===== src/rtl/core/qep_pkg.sv =====
`default_nettype none

package qep_pkg;

  // Default width of the fine count and detent position
  localparam int unsigned CountWidthDef = 16;

  // Widths fixed by the register map and the word layout
  localparam int unsigned PosWidth     = 8;
  localparam int unsigned CfgIdxWidth  = 2;
  localparam int unsigned CfgDataWidth = 8;
  localparam int unsigned InDataWidth  = 8;

  // Configuration register indexes
  localparam logic [CfgIdxWidth-1:0] RegLatchMode  = 2'd0;
  localparam logic [CfgIdxWidth-1:0] RegRangeMin   = 2'd1;
  localparam logic [CfgIdxWidth-1:0] RegRangeMax   = 2'd2;
  localparam logic [CfgIdxWidth-1:0] RegWrapEnable = 2'd3;

  // Latch modes
  localparam logic [1:0] LatchNone = 2'd0;
  localparam logic [1:0] LatchFour = 2'd1;
  localparam logic [1:0] LatchTwo  = 2'd2;

  // Detent phases
  localparam logic [1:0] PhaseZero  = 2'd0;
  localparam logic [1:0] PhaseThree = 2'd3;

  // Quadrature step table, indexed by {old phase, new phase}
  function automatic logic signed [1:0] step_delta(input logic [3:0] idx);
    logic signed [1:0] d;
    case (idx)
      4'd1, 4'd7, 4'd8, 4'd14:  d = -2'sd1;
      4'd2, 4'd4, 4'd11, 4'd13: d = 2'sd1;
      default:                  d = 2'sd0;
    endcase
    return d;
  endfunction

endpackage

`default_nettype wire


===== src/rtl/core/quadrature_encoder_position.sv =====
`default_nettype none

// Quadrature encoder position decoder. Each input word is one sample of the two
// active-low encoder pins; each sample yields exactly one output word carrying
// the 8-bit detent position after the range clamp or wrap. The block takes one
// sample per clock while the output is not stalled and answers through the input
// register, then the result register; the rate is set by the fine count and detent
// position feedback, which closes through a table add, shift and compare.
// The config port is always ready and must only be written while no sample is
// in flight.
module quadrature_encoder_position #(
  parameter int unsigned CountWidth = qep_pkg::CountWidthDef
) (
  input  wire                                clk_i,
  input  wire                                rst_ni,
  // input stream
  input  wire                                s_axis_tvalid_i,
  output logic                               s_axis_tready_o,
  input  wire  [qep_pkg::InDataWidth-1:0]    s_axis_tdata_i,  // [0] channel_a, [1] channel_b
  // output stream
  output logic                               m_axis_tvalid_o,
  input  wire                                m_axis_tready_i,
  output logic [qep_pkg::PosWidth-1:0]       m_axis_tdata_o,  // [7:0] position
  // config write
  input  wire                                cfg_valid_i,
  output logic                               cfg_ready_o,
  input  wire  [qep_pkg::CfgIdxWidth-1:0]    cfg_index_i,
  input  wire  [qep_pkg::CfgDataWidth-1:0]   cfg_data_i
);
  import qep_pkg::*;

  // config registers
  logic [1:0]          latch_mode_q;
  logic [PosWidth-1:0] range_min_q;
  logic [PosWidth-1:0] range_max_q;
  logic                wrap_enable_q;

  // pipeline
  logic                in_valid_q;
  logic [1:0]          phase_q;
  logic                out_valid_q;
  logic [PosWidth-1:0] out_pos_q;
  logic [PosWidth-1:0] out_pos_d;

  // decoder state
  logic [1:0]                   last_phase_q;
  logic signed [CountWidth-1:0] fine_q, fine_d;
  logic signed [CountWidth-1:0] detent_q, detent_d;

  logic out_free;
  logic proc;

  assign cfg_ready_o = 1'b1;

  always_ff @(posedge clk_i or negedge rst_ni) begin
    if (!rst_ni) begin
      latch_mode_q  <= LatchFour;
      range_min_q   <= '0;
      range_max_q   <= '1;
      wrap_enable_q <= 1'b0;
    end else if (cfg_valid_i) begin
      case (cfg_index_i)
        RegLatchMode:  latch_mode_q  <= cfg_data_i[1:0];
        RegRangeMin:   range_min_q   <= cfg_data_i[PosWidth-1:0];
        RegRangeMax:   range_max_q   <= cfg_data_i[PosWidth-1:0];
        RegWrapEnable: wrap_enable_q <= cfg_data_i[0];
        default: ;
      endcase
    end
  end

  // handshake: a word moves on when the result register is free or draining
  assign out_free        = !out_valid_q || m_axis_tready_i;
  assign proc            = in_valid_q && out_free;
  assign s_axis_tready_o = !in_valid_q || out_free;
  assign m_axis_tvalid_o = out_valid_q;
  assign m_axis_tdata_o  = out_pos_q;

  // input register: store the active-high phase
  always_ff @(posedge clk_i or negedge rst_ni) begin
    if (!rst_ni) begin
      in_valid_q <= 1'b0;
    end else if (s_axis_tready_o) begin
      in_valid_q <= s_axis_tvalid_i;
    end
  end

  always_ff @(posedge clk_i) begin
    if (s_axis_tready_o && s_axis_tvalid_i) begin
      phase_q <= ~s_axis_tdata_i[1:0];
    end
  end

  // decode one sample
  logic [1:0]                   mode;
  logic signed [CountWidth-1:0] fine_step;
  logic signed [CountWidth-1:0] det_latch;
  logic signed [CountWidth-1:0] min_ext, max_ext;
  logic                         below, above, out_rng;
  logic [PosWidth-1:0]          target;
  logic signed [1:0]            delta;

  always_comb begin
    mode = (latch_mode_q == LatchNone) ? LatchNone :
           (latch_mode_q == LatchFour) ? LatchFour : LatchTwo;

    // fine count step on a phase change
    delta     = step_delta({last_phase_q, phase_q});
    fine_step = fine_q;
    if (phase_q != last_phase_q) begin
      fine_step = fine_q + {{(CountWidth-2){delta[1]}}, delta};
    end

    // latch at the detent phases
    det_latch = detent_q;
    if (mode == LatchFour && phase_q == PhaseThree) begin
      det_latch = fine_step >>> 2;
    end else if (mode == LatchTwo && (phase_q == PhaseZero || phase_q == PhaseThree)) begin
      det_latch = fine_step >>> 1;
    end

    // range check, low bound first
    min_ext = $signed({{(CountWidth-PosWidth){1'b0}}, range_min_q});
    max_ext = $signed({{(CountWidth-PosWidth){1'b0}}, range_max_q});
    below   = det_latch < min_ext;
    above   = !below && (det_latch > max_ext);
    out_rng = below || above;

    if (wrap_enable_q) begin
      target = below ? range_max_q : range_min_q;
    end else begin
      target = below ? range_min_q : range_max_q;
    end

    // rewrite keeps the sub-detent bits
    fine_d   = fine_step;
    detent_d = det_latch;
    if (out_rng && mode == LatchFour) begin
      fine_d   = $signed((CountWidth'(target) << 2) | CountWidth'(fine_step[1:0]));
      detent_d = $signed(CountWidth'(target));
    end else if (out_rng && mode == LatchTwo) begin
      fine_d   = $signed((CountWidth'(target) << 1) | CountWidth'(fine_step[0]));
      detent_d = $signed(CountWidth'(target));
    end

    // saturate reports the bound; wrap reports the opposite bound, or the held position in latch mode none
    if (out_rng && (!wrap_enable_q || mode != LatchNone)) begin
      out_pos_d = target;
    end else begin
      out_pos_d = det_latch[PosWidth-1:0];
    end
  end

  // state and result register
  always_ff @(posedge clk_i or negedge rst_ni) begin
    if (!rst_ni) begin
      last_phase_q <= '0;
      fine_q       <= '0;
      detent_q     <= '0;
      out_valid_q  <= 1'b0;
    end else begin
      if (proc) begin
        last_phase_q <= phase_q;
        fine_q       <= fine_d;
        detent_q     <= detent_d;
      end
      if (out_free) begin
        out_valid_q <= proc;
      end
    end
  end

  always_ff @(posedge clk_i) begin
    if (proc) begin
      out_pos_q <= out_pos_d;
    end
  end

`ifndef SYNTHESIS
  // a held sample with a stalled result register blocks the input
  assert property (@(posedge clk_i) disable iff (!rst_ni)
    in_valid_q && out_valid_q && !m_axis_tready_i |-> !s_axis_tready_o)
    else $error("input accepted while pipeline is full");

  // decoder state only moves when a word is processed
  assert property (@(posedge clk_i) disable iff (!rst_ni)
    !proc |=> $stable(last_phase_q) && $stable(fine_q) && $stable(detent_q))
    else $error("decoder state changed without a word");

  // with no latch update the detent position is frozen
  assert property (@(posedge clk_i) disable iff (!rst_ni)
    proc && latch_mode_q == LatchNone |=> $stable(detent_q))
    else $error("detent position changed in latch mode zero");

  // saturation keeps the reported position inside an ordered range
  assert property (@(posedge clk_i) disable iff (!rst_ni)
    proc && !wrap_enable_q && range_min_q <= range_max_q |=>
      out_pos_q >= $past(range_min_q) && out_pos_q <= $past(range_max_q))
    else $error("saturated position outside range");
`endif

endmodule

`default_nettype wire

===== config.mk =====
export PLATFORM = sky130hd
export DESIGN_NAME = quadrature_encoder_position
export DESIGN_NICKNAME = d
export VERILOG_FILES = /design/src/rtl/core/qep_pkg.sv /design/src/rtl/core/quadrature_encoder_position.sv
export SDC_FILE = /design/constraint.sdc
export NUM_CORES = 1
export LEC_CHECK = 0
export BUFFER_PORTS_ARGS = -buffer_cell sky130_fd_sc_hd__buf_2
export CAP_MARGIN = 20
export CORE_ASPECT_RATIO = 0.9
export CORE_MARGIN = 1
export CORE_UTILIZATION = 45
export DETAILED_ROUTE_END_ITERATION = 10
export GPL_TIMING_DRIVEN = 0
export HOLD_SLACK_MARGIN = 0.03
export REMOVE_ABC_BUFFERS = 1
export SETUP_SLACK_MARGIN = 0.15
export SYNTH_ARGS = -nofsm -noshare
export SYNTH_HDL_FRONTEND = slang
export SYNTH_SLANG_ARGS = --single-unit

===== constraint.sdc =====
create_clock -name clk_i -period 7.6 [get_ports clk_i]
set_clock_uncertainty 0.1 [all_clocks]
set_input_delay 0.38 -clock clk_i [delete_from_list [all_inputs] [get_ports clk_i]]
set_output_delay 0.38 -clock clk_i [all_outputs]
set_load 0.01 [all_outputs]

==> flow_summary.json, run 1 <==
{
  "dp_hpwl_microns": 8877,
  "worstMarginPinSlew_ns": 1.149,
  "via_per_inst": 6.054,
  "drv_slew": 0,
  "drc": 0,
  "core_sq_um": 10250,
  "start_util_pct": 46.14,
  "grt_pass1_vias": 3857,
  "design_area_sq_um": 5345,
  "utilization_pct": 52.16,
  "cts_tree": "built",
  "n_antenna_cell": 0,
  "post_cts_buffers": 0,
  "cts-root-buf": "clkbuf_16",
  "achievable-frequency_ghz": 0.1469,
  "intPower_mw": 1.215,
  "cts_max_level": 3,
  "wl_per_cell_microns": 18.20,
  "max_cap_violations": 0,
  "cp_max_fo": 19,
  "first_iter_violations": 281,
  "finalCriticalPeriod_ns": 6.807,
  "clock_sinks": 65,
  "holdCritPathClass": "input pin to flip-flop",
  "synth_area_sq_um": 4728,
  "drive_above_1_share_pct": 16.27,
  "ir_drop_v": 0.0002310,
  "yosysWarnings": 0,
  "combPwrFrac_pct": 55.1,
  "fp.dieW_microns": 110.1,
  "ys_async_sr_fraction_pct": 84.62,
  "drt_pass1_iterations": 5,
  "postRouteAntennaNets": 0,
  "ys_ff_latch": 65,
  "grt_use_total_pct": 24.12,
  "vias": 4056,
  "synth_edf_count": 10,
  "power_density_nw_per_um2": 406.9,
  "finalCritPeriodShare_pct": 89.57,
  "avgSynthCellArea_sq_um": 9.163,
  "worstSetupPathType": "flip-flop to flip-flop",
  "rsz0062_at_grt": "false",
  "wl_microns": 12190,
  "antenna_found_initial": 0,
  "switching_share_pct": 44.13,
  "cp.required_ns": 7.72,
  "pin_count": 34,
  "synth_cell_types": 62,
  "switchingPower_uw": 959.8,
  "die_area_sq_um": 10920,
  "cp.arrival_ns": 6.93,
  "nNetsFinal": 595,
  "crit_path_end_kind": "flip-flop",
  "numCtsBuffers": 9,
  "outcome": "finished, final reports clean",
  "synthCells": 516,
  "port_buffers": 26,
  "overflow": 0,
  "synth_ff_type": "dfrtp_1",
  "start_kind": "flip-flop",
  "path_clk_slew_ns": 0.05,
  "grt_max_degree": 34,
  "pwr-share-clk_pct": 18.7,
  "ys_seq_area_share_pct": 35.70,
  "cts_buffer_depth": 2,
  "relSlewSlack_pct": 23.25,
  "hold_viol_final": 0,
  "grt_pass1_wl_microns": 20110,
  "postPlaceCellArea_sq_um": 5019,
  "setup_viol_count_final": 0,
  "placementRows": 35,
  "syn_to_final_growth_pct": 13.05,
  "worstSkewPairLatency_ns": 0.34,
  "gp_congestion": 0.8140,
  "die_h_microns": 99.25,
  "seq_power_share_pct": 26.1,
  "p_leak_nw": 2.307,
  "setup_tns_ns": 0
}
[power by group through the flow]
stage	logic (mW)	registers [mW]	clock network, mW
2_1_floorplan	0.870	0.554	0
3_3_place_gp	1.13	0.568	0
3_5_place_dp	1.17	0.573	0
4_1_cts	1.18	0.568	0.414
5_1_grt	1.33	0.583	0.430
6_report	1.20	0.569	0.408
[repair_timing]
item / CTS / global route
endpoints found under the hold margin: 16 / 0
resized for setup: 0 / 0
endpoints found under the setup margin: 0 / 0
hold buffers: 1 / 0
[worst max-delay path: stages (launching register included)]
cell,delay [ns]
edfxtp_1,0.43
inv_1,0.10
ha_1,0.20
mux4_2,0.72
fa_1,0.53
a21o_1,0.22
a221oi_4,0.40
o21ai_0,0.19
xnor2_1,0.16
a21oi_1,0.29
o22ai_1,0.14
a21oi_1,0.35
ha_1,0.34
a21oi_1,0.12
o21ai_0,0.13
o22ai_1,0.29
nand3_1,0.11
nor4_1,0.83
nand2b_1,0.54
nor2b_1,0.12
o32a_1,0.35
[placed cells by master, fill, tap and decap left out, types with 12 or more instances in the layout]
cell      Yosys  routed
inv_1        20      20
buf_2         3      26
mux2i_1      15      15
ha_1         35      35
mux2_2       22      22
nand2_1      52      52
a21oi_1      49      49
o211ai_1     12      12
dfrtp_1      46      46
o21ai_0      31      31
nor2_1       43      42
[synth_stat cells (9+ instances only)]
master | n | share of area, %
nand2_1 | 52 | 4.1
a21oi_1 | 49 | 5.2
dfrtp_1 | 46 | 24
nor2_1 | 43 | 3.4
ha_1 | 35 | 9.3
o21ai_0 | 31 | 3.3
mux2_2 | 22 | 5.2
clkbuf_1 | 20 | 1.6
inv_1 | 20 | 1.6
mux2i_1 | 15 | 3.2
o211ai_1 | 12 | 1.9
a21o_1 | 10 | 1.6
edfxtp_1 | 10 | 6.4
nand3_1 | 10 | 1.1
xor2_1 | 10 | 1.9
dfstp_2 | 9 | 5.0
o21a_1 | 9 | 1.4
[stage by stage]
| step | worst slack [ns] | std cells | hold slack (ns) | power (mW) |
|---|---|---|---|---|
| 3_5_place_dp | 0.8439 | 652 | 0.3223 | 1.746 |
| 4_1_cts | 0.8006 | 669 | 0.1337 | 2.165 |
| 5_1_grt | 0.4348 | 670 | 0.1561 | 2.348 |
| 6_report | 0.7928 | 670 | 0.1356 | 2.175 |
| 2_1_floorplan | 1.618 | 492 | -0.01559 | 1.424 |
| 3_3_place_gp | 0.1965 | 647 | 0.3545 | 1.702 |
[kinds of logic after synthesis]
kind of cell    count (synthesis)  share of synthesized area, %
compound gates                169                         24.21
simple gates                  144                         13.97
flops                          65                         35.70
buf+inv                        45                         3.731
mux                            38                         8.891
fa+ha+maj                      36                         9.685
xor+xnor                       18                         3.731
other cells                     1                       0.07931
[routing by layer]
metal,GRT usage (%),up-vias,wire length [microns]
li1,-,1947,-
met3,4.391,18,848
met1,36.99,1944,6059
met4,8.000,0,227
met5,0,-,0
met2,33.70,147,5058
[worst paths after layout]
kind / from / end / slack [ns] / cells past startpoint
worst min-delay path: s_axis_tvalid_i / in_valid_q$_DFFE_PN0N_ / 0.14 / 2
max in group asynchronous: rst_ni / latch_mode_q[0]$_DFFE_PN1P_ / 6.25 / 3
worst max register to register: phase_q[0]$_DFFE_PP_ / fine_q[2]$_DFFE_PN0P_ / 0.79 / 20
worst max-delay path: phase_q[0]$_DFFE_PP_ / fine_q[2]$_DFFE_PN0P_ / 0.79 / 20
worst min register to register: detent_q[8]$_DFFE_PN0P_ / detent_q[8]$_DFFE_PN0P_ / 0.37 / 2
min in group asynchronous: rst_ni / range_min_q[5]$_DFFE_PN0P_ / 0.48 / 2
[sequential cells by signal, summed over array words and instances (netlist names), named ones only]
signal	cells
detent_q	16
fine_q	15
m_axis_tdata_o	8
range_max_q	8
range_min_q	8
last_phase_q	2
latch_mode_q	2
phase_q	2
in_valid_q	1
m_axis_tvalid_o	1
wrap_enable_q	1
[area by class of cell]
type | instances | area (sq um)
Tap cell | 129 | 161.4
Timing Repair Buffer | 33 | 261.5
Fill cell | 956 | 4902
Clock buffer | 11 | 232.7
Clock inverter | 5 | 56.30
Sequential cell | 65 | 1688
Multi-Input combinational cell | 406 | 2867
Inverter | 21 | 78.83
No activity file was read; power rests on OpenSTA's default activity.
==> run 2, diff against run 1 <==
==> constraint.sdc (replaced) <==
create_clock -name clk_i -period 7.6 [get_ports clk_i]
set_clock_uncertainty 0.1 [all_clocks]
set_input_delay 1.14 -clock clk_i [delete_from_list [all_inputs] [get_ports clk_i]]
set_output_delay 1.14 -clock clk_i [all_outputs]
set_load 0.01 [all_outputs]
==> run 2 against run 1 <==
  * Worst setup slack better by 0.0062 ns
  * Highest routed layer unchanged
  * Flip-flop and latch count unchanged
  * Sequential share of layout area up 0.059 points
  * Sequential power about the same
  * Routed wire length about the same
  * Utilization down 0.098 points
==> flow_summary.json, run 2 (synthesis gave the netlist of run 1 again) <==
{
  "outcome": "finished, final reports clean",
  "post_cts_buffers": 0,
  "first_iter_violations": 318,
  "vias": 4039,
  "core_sq_um": 10250,
  "clock_sinks": 65,
  "crit_path_end_kind": "flip-flop",
  "numCtsBuffers": 9,
  "grt_max_degree": 34,
  "grt_use_total_pct": 24.11,
  "port_buffers": 26,
  "crit_buf_inv": 1,
  "cp_max_fo": 19,
  "cp.required_ns": 7.73,
  "relSlewSlack_pct": 24.91,
  "dp_hpwl_microns": 8877,
  "cts_tree": "built",
  "drive_above_1_share_pct": 16.30,
  "grt_pass1_wl_microns": 20090,
  "combPwrFrac_pct": 55.1,
  "design_area_sq_um": 5335,
  "finalCritPeriodShare_pct": 89.49,
  "die_area_sq_um": 10920,
  "cp.arrival_ns": 6.93,
  "cts-root-buf": "clkbuf_16",
  "start_util_pct": 46.14,
  "pwr-share-clk_pct": 18.7,
  "largest_reg_flops": 16,
  "start_kind": "flip-flop",
  "intPower_mw": 1.215,
  "switching_share_pct": 44.15,
  "cts_max_level": 3,
  "cp_slowest_cell": "mux4_2",
  "setup_tns_ns": 0,
  "achievable-frequency_ghz": 0.1470,
  "mostFrequentLayoutCells": "nand2_1 (52), a21oi_1 (49), dfrtp_1 (46)",
  "postPlaceCellArea_sq_um": 5019,
  "worstSkewPairLatency_ns": 0.34,
  "drt_pass1_iterations": 5,
  "rsz0062_at_grt": "false",
  "worstMarginPinSlew_ns": 1.124,
  "pin_count": 34,
  "fp.dieW_microns": 110.1,
  "max_cap_violations": 0,
  "antenna_found_initial": 0,
  "multi_input_area_sq_um": 2867,
  "top_register": "detent_q",
  "crit_chain": "inv_1 > ha_1 > mux4_2 > fa_1 > a21o_1 > a221oi_4 > o21ai_0 > xnor2_1 > a21oi_1 > o22ai_1 > a21oi_1 > ha_1 > nand3_1 > nor2_1 > a211o_1 > a221o_1 > o41a_4 > xnor2_4 > mux2i_1 > o221ai_1 > o21a_1",
  "p_leak_nw": 2.303,
  "postRouteAntennaNets": 0,
  "cts_buffer_depth": 2,
  "syn_to_final_growth_pct": 12.83,
  "ir_drop_v": 0.0002309,
  "overflow": 0,
  "crit_family": "compound AO/OA/AOI/OAI gates",
  "utilization_pct": 52.06,
  "wl_microns": 12180,
  "final.fill_count": 955,
  "holdCritPathClass": "flip-flop to flip-flop",
  "layout_commonest_cell": "nand2_1",
  "n_antenna_cell": 0,
  "top_regs": "detent_q (16), fine_q (15)",
  "r2r_setup_slack_ns": 0.80,
  "drc": 0,
  "worstSetupPathType": "flip-flop to flip-flop",
  "hold_buffers": 0,
  "path_clk_slew_ns": 0.05,
  "nNetsFinal": 594,
  "grt_pass1_vias": 3854,
  "via_per_inst": 6.037,
  "ff_latch_area_sq_um": 1688,
  "die_h_microns": 99.25,
  "setup_viol_count_final": 0,
  "slowest_delay_ns": 0.73,
  "drv_slew": 0,
  "switchingPower_uw": 960.5,
  "hold_viol_final": 0,
  "finalCriticalPeriod_ns": 6.801,
  "gp_congestion": 0.8140,
  "power.total_mw": 2.175,
  "wl_per_cell_microns": 18.21,
  "power_density_nw_per_um2": 407.8,
  "seq_power_share_pct": 26.2,
  "cts_resized": 0,
  "placementRows": 35
}
-- run 2: cell types whose count changed in the layout (fill, tap and decap cells not counted), sizes merged --
cell	change
dlygate4sd3	-1
-- run 2: worst reg2reg max path: cells and delay by family (launching register included) --
family / cells / cell delay [ns]
fa+ha+maj: 3 / 1.05
buf+inv: 1 / 0.10
compound gates: 11 / 2.98
mux: 2 / 1.23
simple gates: 2 / 0.21
xor+xnor: 2 / 0.59
flops: 1 / 0.43
-- run 2: layer usage --
metal / track usage, % / vias to the layer above / share of wire (%)
li1: - / 1946 / -
met1: 36.95 / 1953 / 51
met2: 33.70 / 122 / 41
met3: 4.391 / 18 / 6.1
met4: 8.000 / 0 / 1.9
met5: 0 / - / 0
-- run 2: final timing paths --
check / cells past startpoint / from / to
setup / recovery: 21 / phase_q[0]$_DFFE_PP_ / fine_q[8]$_DFFE_PN0P_
hold / removal: 2 / detent_q[8]$_DFFE_PN0P_ / detent_q[8]$_DFFE_PN0P_
setup reg to reg: 21 / phase_q[0]$_DFFE_PP_ / fine_q[8]$_DFFE_PN0P_
hold reg to reg: 2 / detent_q[8]$_DFFE_PN0P_ / detent_q[8]$_DFFE_PN0P_
max in group asynchronous: 2 / rst_ni / latch_mode_q[0]$_DFFE_PN1P_
min in group asynchronous: 1 / rst_ni / range_min_q[5]$_DFFE_PN0P_
-- run 2: area by class of cell --
| cell class | count | area share, % |
|---|---|---|
| multi-input combinational | 406 | 53.73 |
| tap | 129 | 3.025 |
| timing repair buffer | 32 | 4.714 |
| clock buffer | 11 | 4.362 |
| inverter | 21 | 1.477 |
| clock inverter | 5 | 1.055 |
| sequential | 65 | 31.64 |
-- run 2: per-stage QoR --
step	hold WS, ns	cells	setup slack, ns
after floorplan	0.3384	492	1.618
after global placement	0.3545	647	0.1965
after detailed placement	0.3546	652	0.8439
after CTS	0.3684	668	0.8006
after global routing	0.3941	669	0.4348
final	0.3678	669	0.7990
-- run 2: power groups by stage --
stage	Combinational, mW	Sequential (mW)	Clock (mW)
floorplan	0.870	0.554	0
finish	1.20	0.569	0.407
global route	1.33	0.583	0.430
detailed placement	1.17	0.573	0
global placement	1.13	0.568	0
CTS	1.18	0.568	0.414
